**src/hdl/priority_task_table_with_retry_assert.svh**
```systemverilog
// ----------------------------------------------------------------------------
// priority task table assertion macros
// clocked on clk, disabled while arst_n is low
// ----------------------------------------------------------------------------
`ifndef PRIORITY_TASK_TABLE_WITH_RETRY_ASSERT_SVH
`define PRIORITY_TASK_TABLE_WITH_RETRY_ASSERT_SVH

// same-cycle implication
`define PTT_ASSERT_NOW(lbl, ante, cons, msg) \
lbl: assert property (@(posedge clk) disable iff (!arst_n) (ante) |-> (cons)) else $error(msg);

// next-cycle implication
`define PTT_ASSERT_NEXT(lbl, ante, cons, msg) \
lbl: assert property (@(posedge clk) disable iff (!arst_n) (ante) |=> (cons)) else $error(msg);

`endif

```
**src/hdl/ptt_pkg.sv**
```systemverilog
// ----------------------------------------------------------------------------
// ptt_pkg
// shared constants, codes and types of the priority task table
// ----------------------------------------------------------------------------
`timescale 1ns / 1ps

package ptt_pkg;

	// table geometry
	localparam int TABLE_DEPTH = 256;
	localparam int IDX_W       = $clog2(TABLE_DEPTH);
	localparam int CNT_W       = $clog2(TABLE_DEPTH + 1);

	// field widths
	localparam int KIND_W = 2;
	localparam int PRIO_W = 3;
	localparam int EXIT_W = 9;
	localparam int CODE_W = 3;
	localparam int ID_W   = 9;
	localparam int RET_W  = 4;

	// event kinds
	localparam logic [KIND_W-1:0] K_ADD      = 2'd0;
	localparam logic [KIND_W-1:0] K_DISPATCH = 2'd1;
	localparam logic [KIND_W-1:0] K_FINISH   = 2'd2;

	// priorities
	localparam logic [PRIO_W-1:0] PRIO_LOW  = 3'd1;
	localparam logic [PRIO_W-1:0] PRIO_MED  = 3'd2;
	localparam logic [PRIO_W-1:0] PRIO_HIGH = 3'd3;

	// entry status
	localparam logic [1:0] ST_PENDING = 2'd0;
	localparam logic [1:0] ST_RUNNING = 2'd1;
	localparam logic [1:0] ST_DONE    = 2'd2;
	localparam logic [1:0] ST_FAILED  = 2'd3;

	// result codes
	localparam logic [CODE_W-1:0] RC_ADDED      = 3'd0;
	localparam logic [CODE_W-1:0] RC_FULL       = 3'd1;
	localparam logic [CODE_W-1:0] RC_DISPATCHED = 3'd2;
	localparam logic [CODE_W-1:0] RC_NONE       = 3'd3;
	localparam logic [CODE_W-1:0] RC_COMPLETED  = 3'd4;
	localparam logic [CODE_W-1:0] RC_RETRYING   = 3'd5;
	localparam logic [CODE_W-1:0] RC_FAILED     = 3'd6;
	localparam logic [CODE_W-1:0] RC_BUSY       = 3'd7;

	localparam logic [RET_W-1:0] MAX_RETRIES_RST = 4'd2;

	// controller states
	typedef enum logic [1:0] {
		S_IDLE,
		S_EXEC,
		S_SCAN
	} state_t;

	// broadcast write into the cell row
	typedef struct packed {
		logic             en;
		logic [IDX_W-1:0] slot;
		logic             set_status;
		logic [1:0]       status;
		logic             set_prio;
		logic [1:0]       prio;
		logic             set_ret;
		logic [RET_W-1:0] ret;
	} wr_t;

	// best candidate travelling along the cell row
	typedef struct packed {
		logic             found;
		logic [1:0]       prio;
		logic [IDX_W-1:0] slot;
		logic [RET_W-1:0] ret;
	} cand_t;

	// slot index to task id (slot plus one, kept to the id width)
	function automatic logic [ID_W-1:0] make_id(input logic [IDX_W-1:0] slot);
		logic [IDX_W:0] sum;
		sum = {1'b0, slot} + {{IDX_W{1'b0}}, 1'b1};
		return ID_W'(sum);
	endfunction

endpackage

```
**src/hdl/ptt_cell.sv**
```systemverilog
// ----------------------------------------------------------------------------
// ptt_cell
// one table entry plus one stage of the priority scan chain
// ----------------------------------------------------------------------------
`timescale 1ns / 1ps

module ptt_cell (
	input  logic                       clk,
	input  ptt_pkg::wr_t               wr,
	input  logic [ptt_pkg::IDX_W-1:0]  slot_idx,
	input  logic [ptt_pkg::CNT_W-1:0]  entry_count,
	input  ptt_pkg::cand_t             cand_in,
	output ptt_pkg::cand_t             cand_out
);
	import ptt_pkg::*;

	logic [1:0]       status_q;
	logic [1:0]       prio_q;
	logic [RET_W-1:0] ret_q;
	cand_t            cand_q;
	logic             hit;
	logic             take;

	// entry update from the broadcast write
	assign hit = wr.en && (wr.slot == slot_idx);

	always_ff @(posedge clk) begin
		if (hit && wr.set_status) begin
			status_q <= wr.status;
		end
		if (hit && wr.set_prio) begin
			prio_q <= wr.prio;
		end
		if (hit && wr.set_ret) begin
			ret_q <= wr.ret;
		end
	end

	// pending entry beats the candidate only on strictly higher priority
	always_comb begin
		take = (CNT_W'(slot_idx) < entry_count) && (status_q == ST_PENDING)
			&& (!cand_in.found || (prio_q > cand_in.prio));
	end

	// hand the better candidate to the next cell
	always_ff @(posedge clk) begin
		if (take) begin
			cand_q <= '{found: 1'b1, prio: prio_q, slot: slot_idx, ret: ret_q};
		end else begin
			cand_q <= cand_in;
		end
	end

	assign cand_out = cand_q;

endmodule

```
**config.mk**
```make
export PLATFORM = sky130hd
export DESIGN_NAME = ptt_cell
export DESIGN_NICKNAME = d
export VERILOG_FILES = /design/src/hdl/priority_task_table_with_retry_assert.svh /design/src/hdl/ptt_pkg.sv /design/src/hdl/ptt_cell.sv
export SDC_FILE = /design/constraint.sdc
export NUM_CORES = 1
export LEC_CHECK = 0
export BUFFER_PORTS_ARGS = -buffer_cell sky130_fd_sc_hd__buf_2
export CORE_UTILIZATION = 38
export DETAILED_ROUTE_END_ITERATION = 6
export GPL_TIMING_DRIVEN = 0
export MAX_ROUTING_LAYER = met4
export PLACE_DENSITY_LB_ADDON = 0.12
export REMOVE_ABC_BUFFERS = 1
export SYNTH_ARGS = -nofsm -noshare
export SYNTH_HDL_FRONTEND = slang
export SYNTH_SLANG_ARGS = --single-unit
```
**constraint.sdc**
```tcl
create_clock -name clk -period 1.9 [get_ports clk]
set_input_delay 0.38 -clock clk [delete_from_list [all_inputs] [get_ports clk]]
set_output_delay 0.38 -clock clk [all_outputs]
set_load 0.03 [all_outputs]
```
==> results of run 1 <==
[final timing paths]
kind / to / start / cells past startpoint
min: status_q[0]$_DFFE_PP_ / wr[8] / 1
min reg2reg: cand_out[2]$_DFF_P_ / ret_q[2]$_DFFE_PP_ / 1
max: cand_out[11]$_DFF_P_ / slot_idx[6] / 7
max reg2reg: cand_out[0]$_DFF_P_ / prio_q[1]$_DFFE_PP_ / 6
[Yosys cell counts]
master	instances
buf_6	1
o21ai_0	1
edfxtp_1	8
nand2b_1	1
a211oi_2	1
xnor2_1	5
nor2b_1	2
or2_2	1
and3_1	1
nand4b_1	1
mux2_4	10
a21oi_1	3
nand4_1	1
nor2_1	3
nor4_1	1
nand2_2	1
o21ai_1	1
inv_1	10
xor2_1	3
mux2_2	4
dfxtp_1	15
ha_1	9
and2_1	3
o221ai_1	1
nand2_1	4
[routing by layer]
layer / share of wire, % / vias to the layer above / track usage [%]
met3: 7.1 / 4 / 3.02
li1: - / 452 / -
met5: 0 / - / -
met4: 1.8 / 0 / 6.27
met2: 47 / 39 / 22.6
met1: 44 / 386 / 18.0
[power breakdown]
group | total [mW] | switching, mW | internal (mW)
clock network | 0.231 | 0.151 | 0.0803
logic | 0.212 | 0.107 | 0.104
registers | 0.533 | 0.00379 | 0.529
total | 0.976 | 0.262 | 0.714
[flip-flops by register name, summed over array words and instances, names as in the netlist]
name / count
cand_out: 15
prio_q: 2
ret_q: 4
status_q: 2
[final cells by class]
class	count	area, sq um
Timing Repair Buffer	67	335
Fill cell	266	1260
Inverter	10	37.5
Tap cell	31	38.8
Multi-Input combinational cell	57	542
Clock inverter	1	7.51
Sequential cell	23	541
Clock buffer	3	22.5
[kinds of logic (layout without fill, tap and decap cells)]
logic type / Yosys count / in the layout / share of synthesized area, %
AO/OA/AOI/OAI: 7 / 7 / 4.14
AND/OR/NAND/NOR: 19 / 19 / 9.30
XOR/XNOR: 8 / 8 / 6.27
multiplexers: 14 / 14 / 17.5
flip-flops: 23 / 23 / 48.4
buffers and inverters: 11 / 81 / 4.37
adder cells (fa/ha/maj): 9 / 9 / 10.1
[cells in the final DEF (no fill, tap or decap), drive strengths merged, types with 2 or more instances in the layout]
cell	instances
nor2b	2
mux2	14
and2	3
ha	9
dfxtp	15
xnor2	5
clkbuf	3
o21ai	2
buf	67
nand2	5
nor2	3
xor2	3
inv	10
edfxtp	8
a21oi	3
[what timing repair did]
item | CTS | global route
endpoints found under the setup margin | 4 | 1
resized for setup | 1 | 1
hold buffers | 0 | 0
pin swaps | 0 | 0
[worst max-delay path: stages]
cell,delay (ns)
buf_2,0.12
ha_1,0.31
a21oi_1,0.13
o221ai_1,0.12
a211oi_2,0.42
nand2_8,0.18
mux2_4,0.33
==> run_results.csv, run 1 <==
group,metric,value,unit
finish,nets,224,
finish,fin_cells,192,
routing,wl_per_cell,10.7,um
sta,drv_slew,0,
cts,numCtsBuffers,3,
finish,drive_gt1_share,54.7,%
place,place.gp.congestion,0.712,
pwr,ir_drop,0.409,mV
synth,synthDominantCellAreaShare,26.9,%
global_routing,grt_max_degree,15,
sta,layout_min_cycle_time,1.78,ns
cts,cts-root-buf,"clkbuf_4",
place,port_buffers,67,
pwr,p_total,0.976,mW
setup_path,r2r_slack,0.14,ns
place,dp.cells,188,
floorplan,pin_count,68,
sta,period_share,93.6,%
finish,syn_to_final_growth,36.4,%
sta,relSlewSlack,71.9,%
floorplan,initial_core_util,40.2,%
sta,tns,0,ns
sta,finalClockSkew,0.00220,ns
pwr,pwr_density_cell,640,nW/um^2
floorplan,die_y,56.2,um
routing,post_drt_via_cell_ratio,4.59,
synth,synth_area_leaders,"dfxtp_1, edfxtp_1, mux2_4",
synth,ys.warnings.count,0,
setup_path,critical_path_required,2.11,ns
place,pre_cts_slack,-0.293,ns
synth,yosysTopAreaCell,"dfxtp_1",
synth,yosysSeqAreaShare,48.4,%
setup_path,critical_path_class,"in2reg",
setup_path,worstPathMaxFanout,14,
global_routing,antenna_found_initial,0,
cts,path_clk_slew,0.13,ns
floorplan,fp.dieW,56.2,um
sta,timing.final.ws_setup,0.122,ns
finish,final_area,1520,sq um
cts,cts_tree,"yes",
pwr,leakage,0.783,nW
global_routing,grt.total_usage,14.4,%
outcome,outcome,"completed",
synth,synth.distinct_cells,25,
routing,firstDrtPassIters,4,
floorplan,rows,19,
place,dpl.hpwl,1680,um
routing,dr.first_iter.drc_count,12,
global_routing,gr-total-overflow,0,
routing,vias,881,
global_routing,grt_pass1_vias,828,
synth,synth.avg_cell_area,12.3,sq um
floorplan,die_area,3160,sq um
sta,hold_violations,0,
sta,fmax,0.562,GHz
place,dpl_cell_area,1480,sq um
setup_path,critPathLaunchType,"input pin",
sta,setup-violations-final,0,
floorplan,core_area,2780,sq um
synth,syn_area,1120,sq um
finish,antennaDiodeCount,0,
routing,antenna_left,0,
routing,drc,0,
run,maxCapViolCount,0,
cts,cts.sinks,23,
cts,post_cts_buffers,0,
sta,worst_pin_slew,0.421,ns
setup_path,end_kind,"register",
finish,postLayoutCoreUtil,54.8,%
min_path,hp-class,"in2reg",
sta,holdWs,0.231,ns
synth,ys_seq_elements,23,
cts,htreeDepth,1,
routing,drt-total-wl,2050,um
cts,cts_max_path_buffers,2,
sta,rsz0062_at_grt,"false",
cts,insertion_delay,0.31,ns
global_routing,grt_pass1_wl,3350,um
setup_path,worst_ep_arrival_time,1.99,ns
synth,netlist_instances,91,
Power figures use the tool's default switching activity.
==> run 2, diff against run 1 <==
- ABC_AREA: unset -> 1
- CORE_UTILIZATION: 38 -> 40
- GPL_ROUTABILITY_DRIVEN: unset -> 0
- MAX_ROUTING_LAYER: met4 -> unset
==> run 2 against run 1 <==
Routed wire length is 39% higher. Sequential share of layout area is 3.2 points lower. Hold slack worse by 0.0016 ns. Synthesized area is 15% higher. Final cell count is 41% higher. First-iteration DRC count is 130% higher. Total power is 3.1% higher. Flip-flop and latch count stayed put. Combinational power is 15% higher. Synthesized cell count is 76% higher. Via count is 38% higher. Global-route usage is 3.6 points higher. Largest cell class unchanged. Highest routed layer unchanged.
==> run_results.csv, run 2 <==
group,metric,value,unit
setup_path,critPathLaunchType,"register",
pwr,p_total,1.01,mW
run,maxCapViolCount,0,
pwr,leakage,0.913,nW
cts,cts-root-buf,"clkbuf_4",
synth,synth.avg_cell_area,8.02,sq um
sta,fmax,0.595,GHz
global_routing,grt_pass1_wl,4620,um
cts,numCtsBuffers,3,
synth,yosysTopAreaCell,"dfxtp_1",
synth,syn_area,1280,sq um
routing,drc,0,
routing,wl_per_cell,10.6,um
global_routing,gr-total-overflow,0,
routing,firstDrtPassIters,4,
synth,ys.warnings.count,0,
setup_path,critical_path_required,2.11,ns
synth,ys.flop_type,"dfxtp_1",
finish,antennaDiodeCount,0,
cts,cts_max_path_buffers,2,
sta,setup-violations-final,0,
synth,synthTopCellsByCount,"nand2_1, inv_1, nand4_1, dfxtp_1",
floorplan,pin_count,68,
cts,post_cts_buffers,0,
setup_path,worstPathCellList,"ha_1, nand2_1, nand2_1, nand2_1, nand2_4, nand4_4, nand2_1, nand2_1",
sta,holdWs,0.230,ns
outcome,outcome,"completed",
routing,vias,1216,
routing,post_drt_via_cell_ratio,4.49,
sta,hold_violations,0,
cts,cts-resized-gates,0,
global_routing,grt_pass1_vias,1110,
floorplan,rows,20,
finish,final_common_cell,"buf_2",
sta,finalClockSkew,0.0112,ns
setup_path,critical_path_class,"reg2reg",
setup_path,worst_ep_arrival_time,1.89,ns
synth,yosysSeqAreaShare,42.1,%
min_path,hp-class,"in2reg",
sta,drv_slew,0,
finish,syn_to_final_growth,30.4,%
setup_path,crit_path_frequent_cell,"nand2_1",
place,port_buffers,67,
setup_path,slowest_stage,"edfxtp_1",
routing,dr.first_iter.drc_count,28,
synth,netlist_instances,160,
floorplan,die_y,58.6,um
sta,relSlewSlack,64.7,%
synth,synth_area_leaders,"dfxtp_1, edfxtp_1, nand2_1",
place,dpl_cell_area,1640,sq um
sta,rsz0062_at_grt,"false",
synth,synthDominantCellAreaShare,23.4,%
finish,final_area,1670,sq um
finish,nets,290,
pwr,pwr_density_cell,602,nW/um^2
synth,yosysMostFrequentCell,"nand2_1",
routing,antenna_left,0,
routing,drt-total-wl,2860,um
global_routing,antenna_found_initial,0,
synth,synth.distinct_cells,23,
cts,htreeDepth,1,
finish,largest_reg_flops,15,
cts,path_clk_slew,0.13,ns
cts,postCtsHoldBufs,0,
synth,synth_edf_count,8,
cts,cts.sinks,23,
sta,worst_pin_slew,0.525,ns
floorplan,core_area,3050,sq um
cts,cts_tree,"yes",
synth,synthArstFlopShare,0,%
floorplan,fp.dieW,58.6,um
pwr,ir_drop,0.532,mV
place,dpl.hpwl,2290,um
floorplan,initial_core_util,42.0,%
finish,drive_gt1_share,38.8,%
cts,insertion_delay,0.31,ns
synth,ys_seq_elements,23,
setup_path,worstPathMaxFanout,15,
sta,layout_min_cycle_time,1.68,ns
finish,final_cell_mix,"buf_2, nand2_1, inv_1, nand4_1, dfxtp_1",
setup_path,max_stage_delay,0.43,ns
global_routing,grt.total_usage,18.0,%
floorplan,die_area,3440,sq um
sta,period_share,88.4,%
setup_path,end_kind,"register",
global_routing,grt_max_degree,16,
## run 2: changes by cell type in the layout (fill, tap and decap cells not counted), moves of 4 or more
| cell | delta |
|---|---|
| mux2_2 | -4 |
| inv_1 | +16 |
| nand2_1 | +43 |
| mux2_4 | -10 |
| nand4_1 | +15 |
| nand2_2 | +8 |
## run 2: final cells by class
class	count	area [sq um]
multi-input combinational	105	609
tap	44	55.1
inverter	28	105
timing repair buffer	67	335
sequential	23	541
clock inverter	1	5.00
clock buffer	3	22.5
fill	316	1380
## run 2: path summary, 6_finish.rpt
kind                            start                  end  slack [ns]  cells after the start
setup / recovery  prio_q[1]$_DFFE_PP_  cand_out[8]$_DFF_P_        0.22                      8
hold reg to reg    ret_q[2]$_DFFE_PP_  cand_out[2]$_DFF_P_        0.50                      2
setup reg to reg  prio_q[1]$_DFFE_PP_  cand_out[8]$_DFF_P_        0.22                      8
hold / removal                  wr[2]   ret_q[2]$_DFFE_PP_        0.23                      1
## run 2: routing by layer
metal	share of wire (%)	up-vias	track usage (%)
met2	50	44	34.2
met1	42	518	20.0
met3	6.4	4	4.62
met5	0	-	0
li1	-	650	-
met4	1.2	0	4.08
## run 2: power breakdown
| part | switching, mW | internal, mW | total [mW] | leakage, nW |
|---|---|---|---|---|
| registers | 0.00464 | 0.531 | 0.535 | 0.198 |
| clock network | 0.149 | 0.0786 | 0.228 | 0.0177 |
| logic | 0.147 | 0.0959 | 0.243 | 0.697 |
## run 2: logic make-up after synthesis
kind of cell / Yosys count / synth area share [%]
AND/OR/NAND/NOR: 86 / 33.5
buffers and inverters: 32 / 10.7
adder cells (fa/ha/maj): 9 / 8.78
XOR/XNOR: 2 / 1.37
AO/OA/AOI/OAI: 8 / 3.51
flip-flops: 23 / 42.1
## run 2: stage by stage
step | TNS, ns | instances | worst slack (ns) | util (%)
final | 0 | 271 | 0.220 | 54.8
after floorplan | 0 | 156 | 0.341 | -
after global placement | -0.134 | 267 | -0.0182 | 53.7
after detailed placement | -0.170 | 267 | -0.0195 | 53.7
after global routing | 0 | 271 | 0.0572 | 54.8
after CTS | 0 | 271 | 0.111 | 54.6
## run 2: worst max-delay path, delay by kind of cell (launching register included)
kind / cells / cell delay, ns
fa+ha+maj: 1 / 0.33
flops: 1 / 0.43
simple gates: 7 / 0.82
