$ cat config.mk
export PLATFORM = sky130hd
export DESIGN_NAME = ptt_ctrl_flat
export DESIGN_NICKNAME = d
export VERILOG_FILES = /design/src/hdl/ptt_pkg.sv /design/src/hdl/ptt_in_if.sv /design/src/hdl/ptt_out_if.sv /design/src/hdl/ptt_ctrl.sv /design/src/flat_wrapper.sv
export VERILOG_INCLUDE_DIRS = /design/src /design/src/hdl
export SDC_FILE = /design/constraint.sdc
export NUM_CORES = 1
export LEC_CHECK = 0
export BUFFER_PORTS_ARGS = -buffer_cell sky130_fd_sc_hd__buf_4
export CAP_MARGIN = 0
export CORE_AREA = 2 2 108 110
export CTS_CLUSTER_DIAMETER = 60
export DETAILED_ROUTE_END_ITERATION = 10
export DIE_AREA = 0 0 110 112
export PLACE_DENSITY = 0.66
export RECOVER_POWER = 25
export SETUP_SLACK_MARGIN = 0.02
export SYNTH_ARGS = -nofsm -noshare
export SYNTH_HDL_FRONTEND = slang
export SYNTH_SLANG_ARGS = --single-unit
$ cat constraint.sdc
create_clock -name clk -period 3.9 [get_ports clk]
set_clock_uncertainty 0.2 [all_clocks]
set_input_delay 0.39 -clock clk [delete_from_list [all_inputs] [get_ports clk]]
set_output_delay 0.39 -clock clk [all_outputs]
set_load 0.02 [all_outputs]
$ cat src/hdl/priority_task_table_with_retry_assert.svh
// ----------------------------------------------------------------------------
// priority task table assertion macros
// clocked on clk, disabled while arst_n is low
// ----------------------------------------------------------------------------
`ifndef PRIORITY_TASK_TABLE_WITH_RETRY_ASSERT_SVH
`define PRIORITY_TASK_TABLE_WITH_RETRY_ASSERT_SVH

// same-cycle implication
`define PTT_ASSERT_NOW(lbl, ante, cons, msg) \
lbl: assert property (@(posedge clk) disable iff (!arst_n) (ante) |-> (cons)) else $error(msg);

// next-cycle implication
`define PTT_ASSERT_NEXT(lbl, ante, cons, msg) \
lbl: assert property (@(posedge clk) disable iff (!arst_n) (ante) |=> (cons)) else $error(msg);

`endif

$ cat src/hdl/ptt_pkg.sv
// ----------------------------------------------------------------------------
// ptt_pkg
// shared constants, codes and types of the priority task table
// ----------------------------------------------------------------------------
`timescale 1ns / 1ps

package ptt_pkg;

	// table geometry
	localparam int TABLE_DEPTH = 256;
	localparam int IDX_W       = $clog2(TABLE_DEPTH);
	localparam int CNT_W       = $clog2(TABLE_DEPTH + 1);

	// field widths
	localparam int KIND_W = 2;
	localparam int PRIO_W = 3;
	localparam int EXIT_W = 9;
	localparam int CODE_W = 3;
	localparam int ID_W   = 9;
	localparam int RET_W  = 4;

	// event kinds
	localparam logic [KIND_W-1:0] K_ADD      = 2'd0;
	localparam logic [KIND_W-1:0] K_DISPATCH = 2'd1;
	localparam logic [KIND_W-1:0] K_FINISH   = 2'd2;

	// priorities
	localparam logic [PRIO_W-1:0] PRIO_LOW  = 3'd1;
	localparam logic [PRIO_W-1:0] PRIO_MED  = 3'd2;
	localparam logic [PRIO_W-1:0] PRIO_HIGH = 3'd3;

	// entry status
	localparam logic [1:0] ST_PENDING = 2'd0;
	localparam logic [1:0] ST_RUNNING = 2'd1;
	localparam logic [1:0] ST_DONE    = 2'd2;
	localparam logic [1:0] ST_FAILED  = 2'd3;

	// result codes
	localparam logic [CODE_W-1:0] RC_ADDED      = 3'd0;
	localparam logic [CODE_W-1:0] RC_FULL       = 3'd1;
	localparam logic [CODE_W-1:0] RC_DISPATCHED = 3'd2;
	localparam logic [CODE_W-1:0] RC_NONE       = 3'd3;
	localparam logic [CODE_W-1:0] RC_COMPLETED  = 3'd4;
	localparam logic [CODE_W-1:0] RC_RETRYING   = 3'd5;
	localparam logic [CODE_W-1:0] RC_FAILED     = 3'd6;
	localparam logic [CODE_W-1:0] RC_BUSY       = 3'd7;

	localparam logic [RET_W-1:0] MAX_RETRIES_RST = 4'd2;

	// controller states
	typedef enum logic [1:0] {
		S_IDLE,
		S_EXEC,
		S_SCAN
	} state_t;

	// broadcast write into the cell row
	typedef struct packed {
		logic             en;
		logic [IDX_W-1:0] slot;
		logic             set_status;
		logic [1:0]       status;
		logic             set_prio;
		logic [1:0]       prio;
		logic             set_ret;
		logic [RET_W-1:0] ret;
	} wr_t;

	// best candidate travelling along the cell row
	typedef struct packed {
		logic             found;
		logic [1:0]       prio;
		logic [IDX_W-1:0] slot;
		logic [RET_W-1:0] ret;
	} cand_t;

	// slot index to task id (slot plus one, kept to the id width)
	function automatic logic [ID_W-1:0] make_id(input logic [IDX_W-1:0] slot);
		logic [IDX_W:0] sum;
		sum = {1'b0, slot} + {{IDX_W{1'b0}}, 1'b1};
		return ID_W'(sum);
	endfunction

endpackage

$ cat src/hdl/ptt_in_if.sv
// ----------------------------------------------------------------------------
// ptt_in_if
// event channel: valid, ready and one event beat
// ----------------------------------------------------------------------------
`timescale 1ns / 1ps

interface ptt_in_if;
	import ptt_pkg::*;

	logic                     valid;
	logic                     ready;
	logic [KIND_W-1:0]        kind;
	logic [PRIO_W-1:0]        priority_req;
	logic signed [EXIT_W-1:0] exit_status;

	modport source (output valid, output kind, output priority_req, output exit_status,
		input ready);
	modport sink (input valid, input kind, input priority_req, input exit_status,
		output ready);
endinterface

$ cat src/hdl/ptt_out_if.sv
// ----------------------------------------------------------------------------
// ptt_out_if
// result channel: valid, ready and one result beat
// ----------------------------------------------------------------------------
`timescale 1ns / 1ps

interface ptt_out_if;
	import ptt_pkg::*;

	logic              valid;
	logic              ready;
	logic [CODE_W-1:0] result_code;
	logic [ID_W-1:0]   task_id;
	logic [RET_W-1:0]  retries_done;

	modport source (output valid, output result_code, output task_id, output retries_done,
		input ready);
	modport sink (input valid, input result_code, input task_id, input retries_done,
		output ready);
endinterface

$ cat src/hdl/ptt_ctrl.sv
// ----------------------------------------------------------------------------
// ptt_ctrl
// event sequencer: fill count, running task, retry limit and result register
// ----------------------------------------------------------------------------
`timescale 1ns / 1ps
`include "priority_task_table_with_retry_assert.svh"

module ptt_ctrl (
	input  logic                          clk,
	input  logic                          arst_n,
	ptt_in_if.sink                        evt,
	ptt_out_if.source                     res,
	input  logic                          cfg_we,
	input  logic [ptt_pkg::RET_W-1:0]     cfg_wdata,
	input  ptt_pkg::cand_t                scan_best,
	output ptt_pkg::wr_t                  wr,
	output logic [ptt_pkg::CNT_W-1:0]     entry_count
);
	import ptt_pkg::*;

	state_t            state_q, state_d;
	logic [KIND_W-1:0] kind_q;
	logic [PRIO_W-1:0] prio_q;
	logic [EXIT_W-1:0] exit_q;
	logic [CNT_W-1:0]  cnt_q;
	logic [CNT_W-1:0]  scan_cnt_q;
	logic              run_q;
	logic [IDX_W-1:0]  run_slot_q;
	logic [RET_W-1:0]  run_ret_q;
	logic [RET_W-1:0]  max_q;
	logic              out_valid_q;
	logic [CODE_W-1:0] out_code_q;
	logic [ID_W-1:0]   out_id_q;
	logic [RET_W-1:0]  out_ret_q;

	logic              out_free;
	logic              load;
	logic [CODE_W-1:0] code_d;
	logic [ID_W-1:0]   id_d;
	logic [RET_W-1:0]  ret_d;
	logic              cnt_inc;
	logic              run_set;
	logic              run_clr;
	logic              run_ret_upd;
	logic [RET_W-1:0]  run_ret_d;
	logic              scan_done;
	logic [RET_W:0]    ret_next;
	logic [RET_W-1:0]  ret_sat;
	logic [1:0]        prio_norm;

	assign out_free    = !out_valid_q || res.ready;
	assign scan_done   = (scan_cnt_q == CNT_W'(TABLE_DEPTH));
	assign entry_count = cnt_q;

	// retry count arithmetic and priority clamp
	always_comb begin
		ret_next  = {1'b0, run_ret_q} + {{RET_W{1'b0}}, 1'b1};
		ret_sat   = ret_next[RET_W] ? {RET_W{1'b1}} : ret_next[RET_W-1:0];
		prio_norm = PRIO_LOW[1:0];
		if (prio_q == PRIO_LOW || prio_q == PRIO_MED || prio_q == PRIO_HIGH) begin
			prio_norm = prio_q[1:0];
		end
	end

	// state register
	always_ff @(posedge clk or negedge arst_n) begin
		if (!arst_n) begin
			state_q <= S_IDLE;
		end else begin
			state_q <= state_d;
		end
	end

	// next state, table writes and result
	always_comb begin
		state_d     = state_q;
		evt.ready   = 1'b0;
		load        = 1'b0;
		code_d      = RC_BUSY;
		id_d        = '0;
		ret_d       = '0;
		wr          = '0;
		cnt_inc     = 1'b0;
		run_set     = 1'b0;
		run_clr     = 1'b0;
		run_ret_upd = 1'b0;
		run_ret_d   = run_ret_q;
		unique case (state_q)
			S_IDLE: begin
				evt.ready = 1'b1;
				if (evt.valid) begin
					if (evt.kind == K_DISPATCH && !run_q) begin
						state_d = S_SCAN;
					end else begin
						state_d = S_EXEC;
					end
				end
			end
			S_EXEC: begin
				if (out_free) begin
					load    = 1'b1;
					state_d = S_IDLE;
					unique case (kind_q)
						K_ADD: begin
							if (cnt_q == CNT_W'(TABLE_DEPTH)) begin
								code_d = RC_FULL;
							end else begin
								code_d        = RC_ADDED;
								id_d          = make_id(cnt_q[IDX_W-1:0]);
								wr.en         = 1'b1;
								wr.slot       = cnt_q[IDX_W-1:0];
								wr.set_status = 1'b1;
								wr.status     = ST_PENDING;
								wr.set_prio   = 1'b1;
								wr.prio       = prio_norm;
								wr.set_ret    = 1'b1;
								wr.ret        = '0;
								cnt_inc       = 1'b1;
							end
						end
						K_DISPATCH: begin
							// only reached with a task running
							code_d = RC_BUSY;
							id_d   = make_id(run_slot_q);
							ret_d  = run_ret_q;
						end
						K_FINISH: begin
							if (!run_q) begin
								code_d = RC_BUSY;
							end else if (exit_q == '0) begin
								code_d        = RC_COMPLETED;
								id_d          = make_id(run_slot_q);
								ret_d         = run_ret_q;
								wr.en         = 1'b1;
								wr.slot       = run_slot_q;
								wr.set_status = 1'b1;
								wr.status     = ST_DONE;
								run_clr       = 1'b1;
							end else begin
								id_d        = make_id(run_slot_q);
								ret_d       = ret_sat;
								wr.en       = 1'b1;
								wr.slot     = run_slot_q;
								wr.set_ret  = 1'b1;
								wr.ret      = ret_sat;
								run_ret_upd = 1'b1;
								run_ret_d   = ret_sat;
								if (ret_next > {1'b0, max_q}) begin
									code_d        = RC_FAILED;
									wr.set_status = 1'b1;
									wr.status     = ST_FAILED;
									run_clr       = 1'b1;
								end else begin
									code_d = RC_RETRYING;
								end
							end
						end
						default: begin
							code_d = RC_BUSY;
						end
					endcase
				end
			end
			S_SCAN: begin
				if (scan_done && out_free) begin
					load    = 1'b1;
					state_d = S_IDLE;
					if (scan_best.found) begin
						code_d        = RC_DISPATCHED;
						id_d          = make_id(scan_best.slot);
						ret_d         = scan_best.ret;
						wr.en         = 1'b1;
						wr.slot       = scan_best.slot;
						wr.set_status = 1'b1;
						wr.status     = ST_RUNNING;
						run_set       = 1'b1;
						run_ret_upd   = 1'b1;
						run_ret_d     = scan_best.ret;
					end else begin
						code_d = RC_NONE;
					end
				end
			end
			default: begin
				state_d = S_IDLE;
			end
		endcase
	end

	// event capture
	always_ff @(posedge clk) begin
		if (evt.valid && evt.ready) begin
			kind_q <= evt.kind;
			prio_q <= evt.priority_req;
			exit_q <= evt.exit_status;
		end
	end

	// fill count, running task, scan timer and retry limit
	always_ff @(posedge clk or negedge arst_n) begin
		if (!arst_n) begin
			cnt_q      <= '0;
			run_q      <= 1'b0;
			run_slot_q <= '0;
			run_ret_q  <= '0;
			scan_cnt_q <= '0;
			max_q      <= MAX_RETRIES_RST;
		end else begin
			if (cnt_inc) begin
				cnt_q <= cnt_q + {{(CNT_W-1){1'b0}}, 1'b1};
			end
			if (run_set) begin
				run_q      <= 1'b1;
				run_slot_q <= scan_best.slot;
			end else if (run_clr) begin
				run_q <= 1'b0;
			end
			if (run_ret_upd) begin
				run_ret_q <= run_ret_d;
			end
			if (state_q != S_SCAN) begin
				scan_cnt_q <= '0;
			end else if (!scan_done) begin
				scan_cnt_q <= scan_cnt_q + {{(CNT_W-1){1'b0}}, 1'b1};
			end
			if (cfg_we) begin
				max_q <= cfg_wdata;
			end
		end
	end

	// result register
	always_ff @(posedge clk or negedge arst_n) begin
		if (!arst_n) begin
			out_valid_q <= 1'b0;
		end else if (load) begin
			out_valid_q <= 1'b1;
		end else if (res.ready) begin
			out_valid_q <= 1'b0;
		end
	end

	always_ff @(posedge clk) begin
		if (load) begin
			out_code_q <= code_d;
			out_id_q   <= id_d;
			out_ret_q  <= ret_d;
		end
	end

	assign res.valid        = out_valid_q;
	assign res.result_code  = out_code_q;
	assign res.task_id      = out_id_q;
	assign res.retries_done = out_ret_q;

	// checks
	`PTT_ASSERT_NOW(a_cnt_bound, 1'b1, cnt_q <= CNT_W'(TABLE_DEPTH), "fill count past depth")
	`PTT_ASSERT_NOW(a_run_in_table, run_q, CNT_W'(run_slot_q) < cnt_q, "running slot not filled")
	`PTT_ASSERT_NEXT(a_dispatch_runs, load && code_d == RC_DISPATCHED, run_q,
		"dispatch left no task running")
	`PTT_ASSERT_NEXT(a_end_stops, load && (code_d == RC_FAILED || code_d == RC_COMPLETED),
		!run_q, "ended task still running")
	`PTT_ASSERT_NOW(a_full_no_write, load && code_d == RC_FULL, !wr.en, "write on full table")

endmodule

$ cat src/flat_wrapper.sv
// flat-port wrapper written by rule: the top's interface ports become plain ports
module ptt_ctrl_flat import ptt_pkg::*;
  (clk, arst_n, cfg_we, cfg_wdata, scan_best, wr, entry_count, evt_valid, evt_kind, evt_priority_req, evt_exit_status, evt_ready, res_valid, res_result_code, res_task_id, res_retries_done, res_ready);
  ptt_in_if evt_i ();
  ptt_out_if res_i ();
  input  logic clk;
  input  logic arst_n;
  input  logic cfg_we;
  input  logic [ptt_pkg::RET_W-1:0] cfg_wdata;
  input  ptt_pkg::cand_t scan_best;
  output ptt_pkg::wr_t wr;
  output logic [ptt_pkg::CNT_W-1:0] entry_count;
  input wire logic [$bits(evt_i.valid)-1:0] evt_valid;
  input wire logic [$bits(evt_i.kind)-1:0] evt_kind;
  input wire logic [$bits(evt_i.priority_req)-1:0] evt_priority_req;
  input wire logic [$bits(evt_i.exit_status)-1:0] evt_exit_status;
  output wire logic [$bits(evt_i.ready)-1:0] evt_ready;
  output wire logic [$bits(res_i.valid)-1:0] res_valid;
  output wire logic [$bits(res_i.result_code)-1:0] res_result_code;
  output wire logic [$bits(res_i.task_id)-1:0] res_task_id;
  output wire logic [$bits(res_i.retries_done)-1:0] res_retries_done;
  input wire logic [$bits(res_i.ready)-1:0] res_ready;
  assign evt_i.valid = evt_valid;
  assign evt_i.kind = evt_kind;
  assign evt_i.priority_req = evt_priority_req;
  assign evt_i.exit_status = evt_exit_status;
  assign evt_ready = evt_i.ready;
  assign res_valid = res_i.valid;
  assign res_result_code = res_i.result_code;
  assign res_task_id = res_i.task_id;
  assign res_retries_done = res_i.retries_done;
  assign res_i.ready = res_ready;
  ptt_ctrl u_core (.clk(clk), .arst_n(arst_n), .evt(evt_i), .res(res_i), .cfg_we(cfg_we), .cfg_wdata(cfg_wdata), .scan_best(scan_best), .wr(wr), .entry_count(entry_count));
endmodule
==> results of run 1 <==
stage by stage:
step	power (W)	setup WS [ps]	utilization, %
floorplan	0.00167	1140	-
global placement	0.00198	881	42.3
detailed placement	0.00200	820	42.3
CTS	0.00284	425	45.2
global route	0.00299	183	45.1
finish	0.00283	432	45.1
worst max-delay path, stage by stage, from the launching register on:
cell and delay, ps:
dfrtp_1 490, ha_1 360, xor2_1 230, ha_1 290, a21o_1 180, a211oi_1 390, o21ai_0 210, nand3_1 110
a21oi_1 80, buf_4 190
report_power, final:
part	internal, W	switching, W	total, W
Sequential	0.000902	0.000110	0.00101
Clock	0.000527	0.000298	0.000825
Combinational	0.000373	0.000617	0.000990
layer usage:
| layer | track usage, % | up-vias | wire length (um) |
|---|---|---|---|
| met4 | 6.33 | 0 | 219 |
| met2 | 27.3 | 129 | 4960 |
| met5 | 0 | - | 0 |
| met3 | 4.92 | 18 | 728 |
| li1 | - | 1657 | - |
| met1 | 23.7 | 1660 | 4510 |
cell usage in the layout (no fill, tap or decap), drive strengths merged, types with 2 or more instances in the layout:
cell type,n
mux2,3
clkinv,3
xor2,15
nor2,41
nand4,6
a2bb2oi,6
nor4,3
and2,6
a21oi,24
dfrtp,37
a21o,4
clkbuf,27
a22o,7
o31ai,3
o21ai,15
edfxtp,30
nand3,27
nor3,3
xnor2,20
o22a,3
and3,8
a22oi,5
buf,69
nand2b,6
a31oi,3
o221ai,2
nand2,61
o22ai,5
or3,2
a221o,2
nor2b,2
inv,17
ha,18
what timing repair did:
item                                   4_1_cts  5_1_grt
endpoints found under the hold margin       37        0
setup endpoints to repair                    0        0
hold buffers                                 1        0
buffers inserted                             0        0
synthesized netlist by cell type (all sizes together) (12+ instances only):
cell type / count
nand3: 27
xnor2: 20
inv: 17
dfrtp: 37
a21oi: 24
xor2: 15
nor2: 41
o21ai: 15
clkbuf: 12
nand2: 61
ha: 18
edfxtp: 30
registers in the layout, summed over array words and instances, names as in the netlist:
| name | cells |
|---|---|
| u_core.entry_count | 9 |
| u_core.exit_q | 9 |
| u_core.kind_q | 2 |
| u_core.max_q | 4 |
| u_core.prio_q | 3 |
| u_core.res.result_code | 3 |
| u_core.res.retries_done | 4 |
| u_core.res.task_id | 9 |
| u_core.res.valid | 1 |
| u_core.run_q | 1 |
| u_core.run_ret_q | 4 |
| u_core.run_slot_q | 8 |
| u_core.scan_cnt_q | 9 |
| u_core.state_q | 2 |
final cells by class:
class                           instances  area, sq um
Clock buffer                           12          256
Fill cell                            1070         6130
Tap cell                              143          179
Inverter                               18         67.6
Timing Repair Buffer                   85          637
Clock inverter                          4         47.5
Multi-Input combinational cell        316         2000
Sequential cell                        68         1850
cells by family (layout without fill, tap and decap cells):
kind of cell	count (synthesis)	count (layout)
AOI/OAI and AO/OA	87	87
xor gates and xnor gates	35	35
adders and majority gates	18	18
buffers and inverters	34	119
DFF	68	68
muxes	4	4
and+or+nand+nor	172	172
worst max-delay path by stage:
| stage | slack [ps] | cells past startpoint | end |
|---|---|---|---|
| CTS | 430 | 9 | wr[8] |
| finish | 430 | 9 | wr[8] |
| floorplan | 1140 | 6 | wr[19] |
| detailed placement | 820 | 9 | wr[8] |
| global placement | 880 | 9 | wr[8] |
| global route | 180 | 9 | wr[8] |
==> impl_metrics.yaml, run 1 <==
timing:
  finalSetupViolCount: 0
  period_share_pct: 88.9
  finalMaxSlewViolations: 39
  worst_hold_slack_ps: 46.6
  maxSlewHeadroom_pct: -51.3
  setup_tns_ps: 0
  final_hold_viol_count: 0
  tightestPinTransition_ps: 2270
  rsz0062_at_grt: "false"
  fin_crit_ps: 3470
  max_freq_mhz: 288
floorplanning:
  die_x_um: 110
  fp.dieArea_sq_um: 12300
  start_util_pct: 35.8
  rows: 39
  core-area_sq_um: 11200
  fp.dieH_um: 112
  ioPinCount: 85
layout:
  nets: 554
  stdcell_count: 646
  design_area_sq_um: 5040
  drive_gt1_share_pct: 21.5
  antenna_cells: 0
  synthToLayoutAreaGrowth_pct: 26.0
synth:
  synth_cell_types: 58
  yosys.area_share.simple_pct: 20.6
  synthAdderAreaFrac_pct: 5.63
  synth_edf_count: 30
  synthesis.area_sq_um: 4000
  yosys_most_used_dff: "dfrtp_1"
  synth_xor_area_share_pct: 7.66
  synthMuxAreaShare_pct: 1.09
  yosysSeqAreaShare_pct: 46.3
  synth.area.top_cells: "dfrtp_1 23%, edfxtp_1 23%, nand2_1 5.7%"
  synth-seq-cells: 68
  synth_top_area_share_pct: 23.1
  synth_cells: 418
  avgSynthCellArea_sq_um: 9.58
  synth_compound_area_share_pct: 15.0
  synth_top_area_cell: "dfrtp_1"
  syn-num-nets: 474
  synth_top_family_by_area: "simple AND/OR/NAND/NOR gates"
  synthArstFlopShare_pct: 55.9
  yosysWarnings: 0
place:
  hpwl_um: 7780
  gp_congestion: 0.896
  numPlacedInstances: 629
  place_area_sq_um: 4730
  port_buffers: 82
setup_path:
  r2r_end: "u_core.res.result_code[1]$_DFFE_PP_"
  critPathKind: "reg2out"
  reg2reg_depth: 8
  r2r_setup_slack_ps: 1000
  crit_path_start: "u_core.run_ret_q[0]$_DFFE_PN0P_"
  timing.rr.start: "u_core.run_ret_q[0]$_DFFE_PN0P_"
  start_kind: "flop"
  end_kind: "output pin"
  crit_arrival_ps: 2880
  cp_data_required_time_ps: 3310
  worst-path-max-fanout: 8
run_status:
  violations: "capacitance limit, slew limit"
  status: "complete, but fails checks"
power_and_ir_drop:
  power_density_nw_per_um2: 561
  p_leak_nw: 2.15
  max-vdd-ir-drop_mv: 0.212
clock_network:
  cts_max_level: 3
  cts_resized: 0
  cts_root_buffer: "clkbuf_16"
  cts.path.max_buffers: 2
  cts_buffers: 9
  cts_tree: "built"
  clkLatencyLatePin_ps: 330
  clk_pin_slew_worst_paths_ps: 60
  cts.sink_count: 68
run:
  drv_cap: 1
global_route:
  antenna_found_initial: 0
  grt_max_degree: 39
  grt_pass1_vias: 3353
  grt_usage_pct: 17.7
  grt_pass1_wl_um: 17000
  grt_overflow: 0
routing:
  drt_iter0_markers: 244
  ant_nets: 0
  wl_um: 10400
  drc_errors: 0
  firstDrtPassIters: 5
  vias: 3464
  post_drt_wl_per_cell_um: 16.1
  detail_route.vias_per_cell: 5.36
hold_path:
  min_path_type: "in2reg"
  hold_depth: 2
  worstHoldStart: "cfg_we"
  worstHoldEndpoint: "u_core.max_q[1]$_DFFE_PN1P_"
(Power assumes the default switching activity.)
==> run 2, diff against run 1 <==
--- a/config.mk
+++ b/config.mk
@@ -12,7 +12,7 @@
 export CTS_CLUSTER_DIAMETER = 60
 export DETAILED_ROUTE_END_ITERATION = 10
 export DIE_AREA = 0 0 110 112
-export PLACE_DENSITY = 0.66
+export PLACE_DENSITY = 0.69
 export RECOVER_POWER = 25
 export SETUP_SLACK_MARGIN = 0.02
 export SYNTH_ARGS = -nofsm -noshare
==> run 2 against run 1 <==
  * Final cell count unchanged
  * The flow still finishes with violations (capacitance limit, slew limit)
  * Highest routed layer unchanged
  * Combinational power hardly changed
  * Utilization shrank 0.056 points
  * Clock power shrank 1%
  * Critical path type unchanged
  * Worst setup slack improved by 53 ps
  * Total power down 0.32%
  * Clock-buffer cell count rose by 1
  * Non-clock buffer count did not move
  * Hold slack better by 4.8 ps
  * Critical endpoint unchanged
  * Routed wire length down 0.46%
==> impl_metrics.yaml, run 2 (synthesis gave the netlist of run 1 again) <==
setup_path:
  crit_path_start: "u_core.run_ret_q[0]$_DFFE_PN0P_"
  cp_cell_sequence: "ha_1 -> xor2_1 -> ha_1 -> a21o_1 -> a211oi_1 -> o21ai_0 -> nand3_1 -> a21oi_1 -> buf_4"
  critPathBufInv: 1
  critPathKind: "reg2out"
  cpMostUsedCell: "ha_1"
  end_kind: "output pin"
  critical_path.top_delay_family: "compound AO/OA/AOI/OAI gates"
  timing.rr.start: "u_core.run_ret_q[0]$_DFFE_PN0P_"
  crit_path_top_delay_cell: "dfrtp_1"
  crit_arrival_ps: 2820
  cp_data_required_time_ps: 3310
  r2r_setup_slack_ps: 1020
  worst-path-max-fanout: 8
  slowest_delay_ps: 480
  start_kind: "flop"
routing:
  drt_iter0_markers: 273
  post_drt_wl_per_cell_um: 16.1
  drc_errors: 0
  ant_nets: 0
  wl_um: 10400
  detail_route.vias_per_cell: 5.34
  firstDrtPassIters: 6
  vias: 3449
floorplanning:
  core-area_sq_um: 11200
  die_x_um: 110
  fp.dieH_um: 112
  ioPinCount: 85
  fp.dieArea_sq_um: 12300
  start_util_pct: 35.8
  rows: 39
power_and_ir_drop:
  p_leak_nw: 2.14
  power_density_nw_per_um2: 560
  finalPower_w: 0.00282
  max-vdd-ir-drop_mv: 0.261
hold_path:
  worstHoldStart: "evt_priority_req[1]"
  min_path_type: "in2reg"
place:
  numPlacedInstances: 629
  port_buffers: 82
  hpwl_um: 7700
  gp_congestion: 0.922
clock_network:
  clk_pin_slew_worst_paths_ps: 50
  cts_buffers: 9
  cts.path.max_buffers: 2
  cts_resized: 0
  cts.sink_count: 68
  clkLatencyLatePin_ps: 340
  cts_tree: "built"
  cts_max_level: 3
  cts_root_buffer: "clkbuf_16"
layout:
  layout_commonest_cell: "buf_4"
  nets: 554
  fin_util_pct: 45.1
  synthToLayoutAreaGrowth_pct: 25.8
  layout_common_cells: "69 x buf_4, 61 x nand2_1, 41 x nor2_1"
  drive_gt1_share_pct: 20.9
  antenna_cells: 0
  stdcell_count: 646
timing:
  fin_crit_ps: 3410
  maxSlewHeadroom_pct: -49.1
  finalSetupViolCount: 0
  rsz0062_at_grt: "false"
  period_share_pct: 87.6
  final_hold_viol_count: 0
  tightestPinTransition_ps: 2240
  setup_tns_ps: 0
  max_freq_mhz: 293
  finalMaxSlewViolations: 39
global_route:
  grt_overflow: 0
  grt_pass1_vias: 3378
  grt_pass1_wl_um: 16700
  grt_max_degree: 39
  antenna_found_initial: 0
  grt_usage_pct: 17.7
run_status:
  violations: "capacitance limit, slew limit"
  status: "complete, but fails checks"
run:
  drv_cap: 1
[run 2: timing repair]
action / CTS / global route
buffers inserted: 0 / 0
setup endpoints to repair: 0 / 0
hold buffers: 1 / 0
endpoints found under the hold margin: 37 / 0
[run 2: worst paths after layout]
path | cells past startpoint | end
min in group asynchronous | 2 | u_core.run_slot_q[2]$_DFFE_PN0P_
min reg2reg | 1 | u_core.state_q[0]$_DFFE_PN0P_
max reg2reg | 8 | u_core.res.result_code[1]$_DFFE_PP_
max | 9 | wr[8]
min | 1 | u_core.prio_q[1]$_DFFE_PP_
max in group asynchronous | 2 | u_core.scan_cnt_q[8]$_DFFE_PN0P_
[run 2: through the flow]
stage / setup slack, ps / hold slack, ps / instance area [sq um]
after global placement: 912 / 195 / 4730
final: 486 / 51.4 / 5040
after global routing: 278 / 36.0 / 5040
after CTS: 489 / 18.5 / 5040
after detailed placement: 883 / 205 / 4730
after floorplan: 1140 / -106 / 4000
[run 2: per-layer routing]
metal / up-vias / track usage, % / routed length (um)
met3: 29 / 5.56 / 797
met4: 0 / 7.00 / 298
li1: 1641 / - / -
met1: 1620 / 23.3 / 4410
met5: - / 0 / 0
met2: 159 / 26.8 / 4870
[run 2: area by class of cell]
cell class / instances / area (sq um)
fillers: 1023 / 6140
multi-input cells: 316 / 2000
flip-flops and latches: 68 / 1850
repair buffers: 85 / 637
clock buffers: 13 / 260
well taps: 143 / 179
inverters: 18 / 67.6
clock inverters: 3 / 37.5
[run 2: report_power, final]
part	switching (W)	internal [W]	total (W)
clock network	0.000291	0.000525	0.000816
registers	0.000109	0.000902	0.00101
logic	0.000619	0.000372	0.000992
total	0.00102	0.00180	0.00282
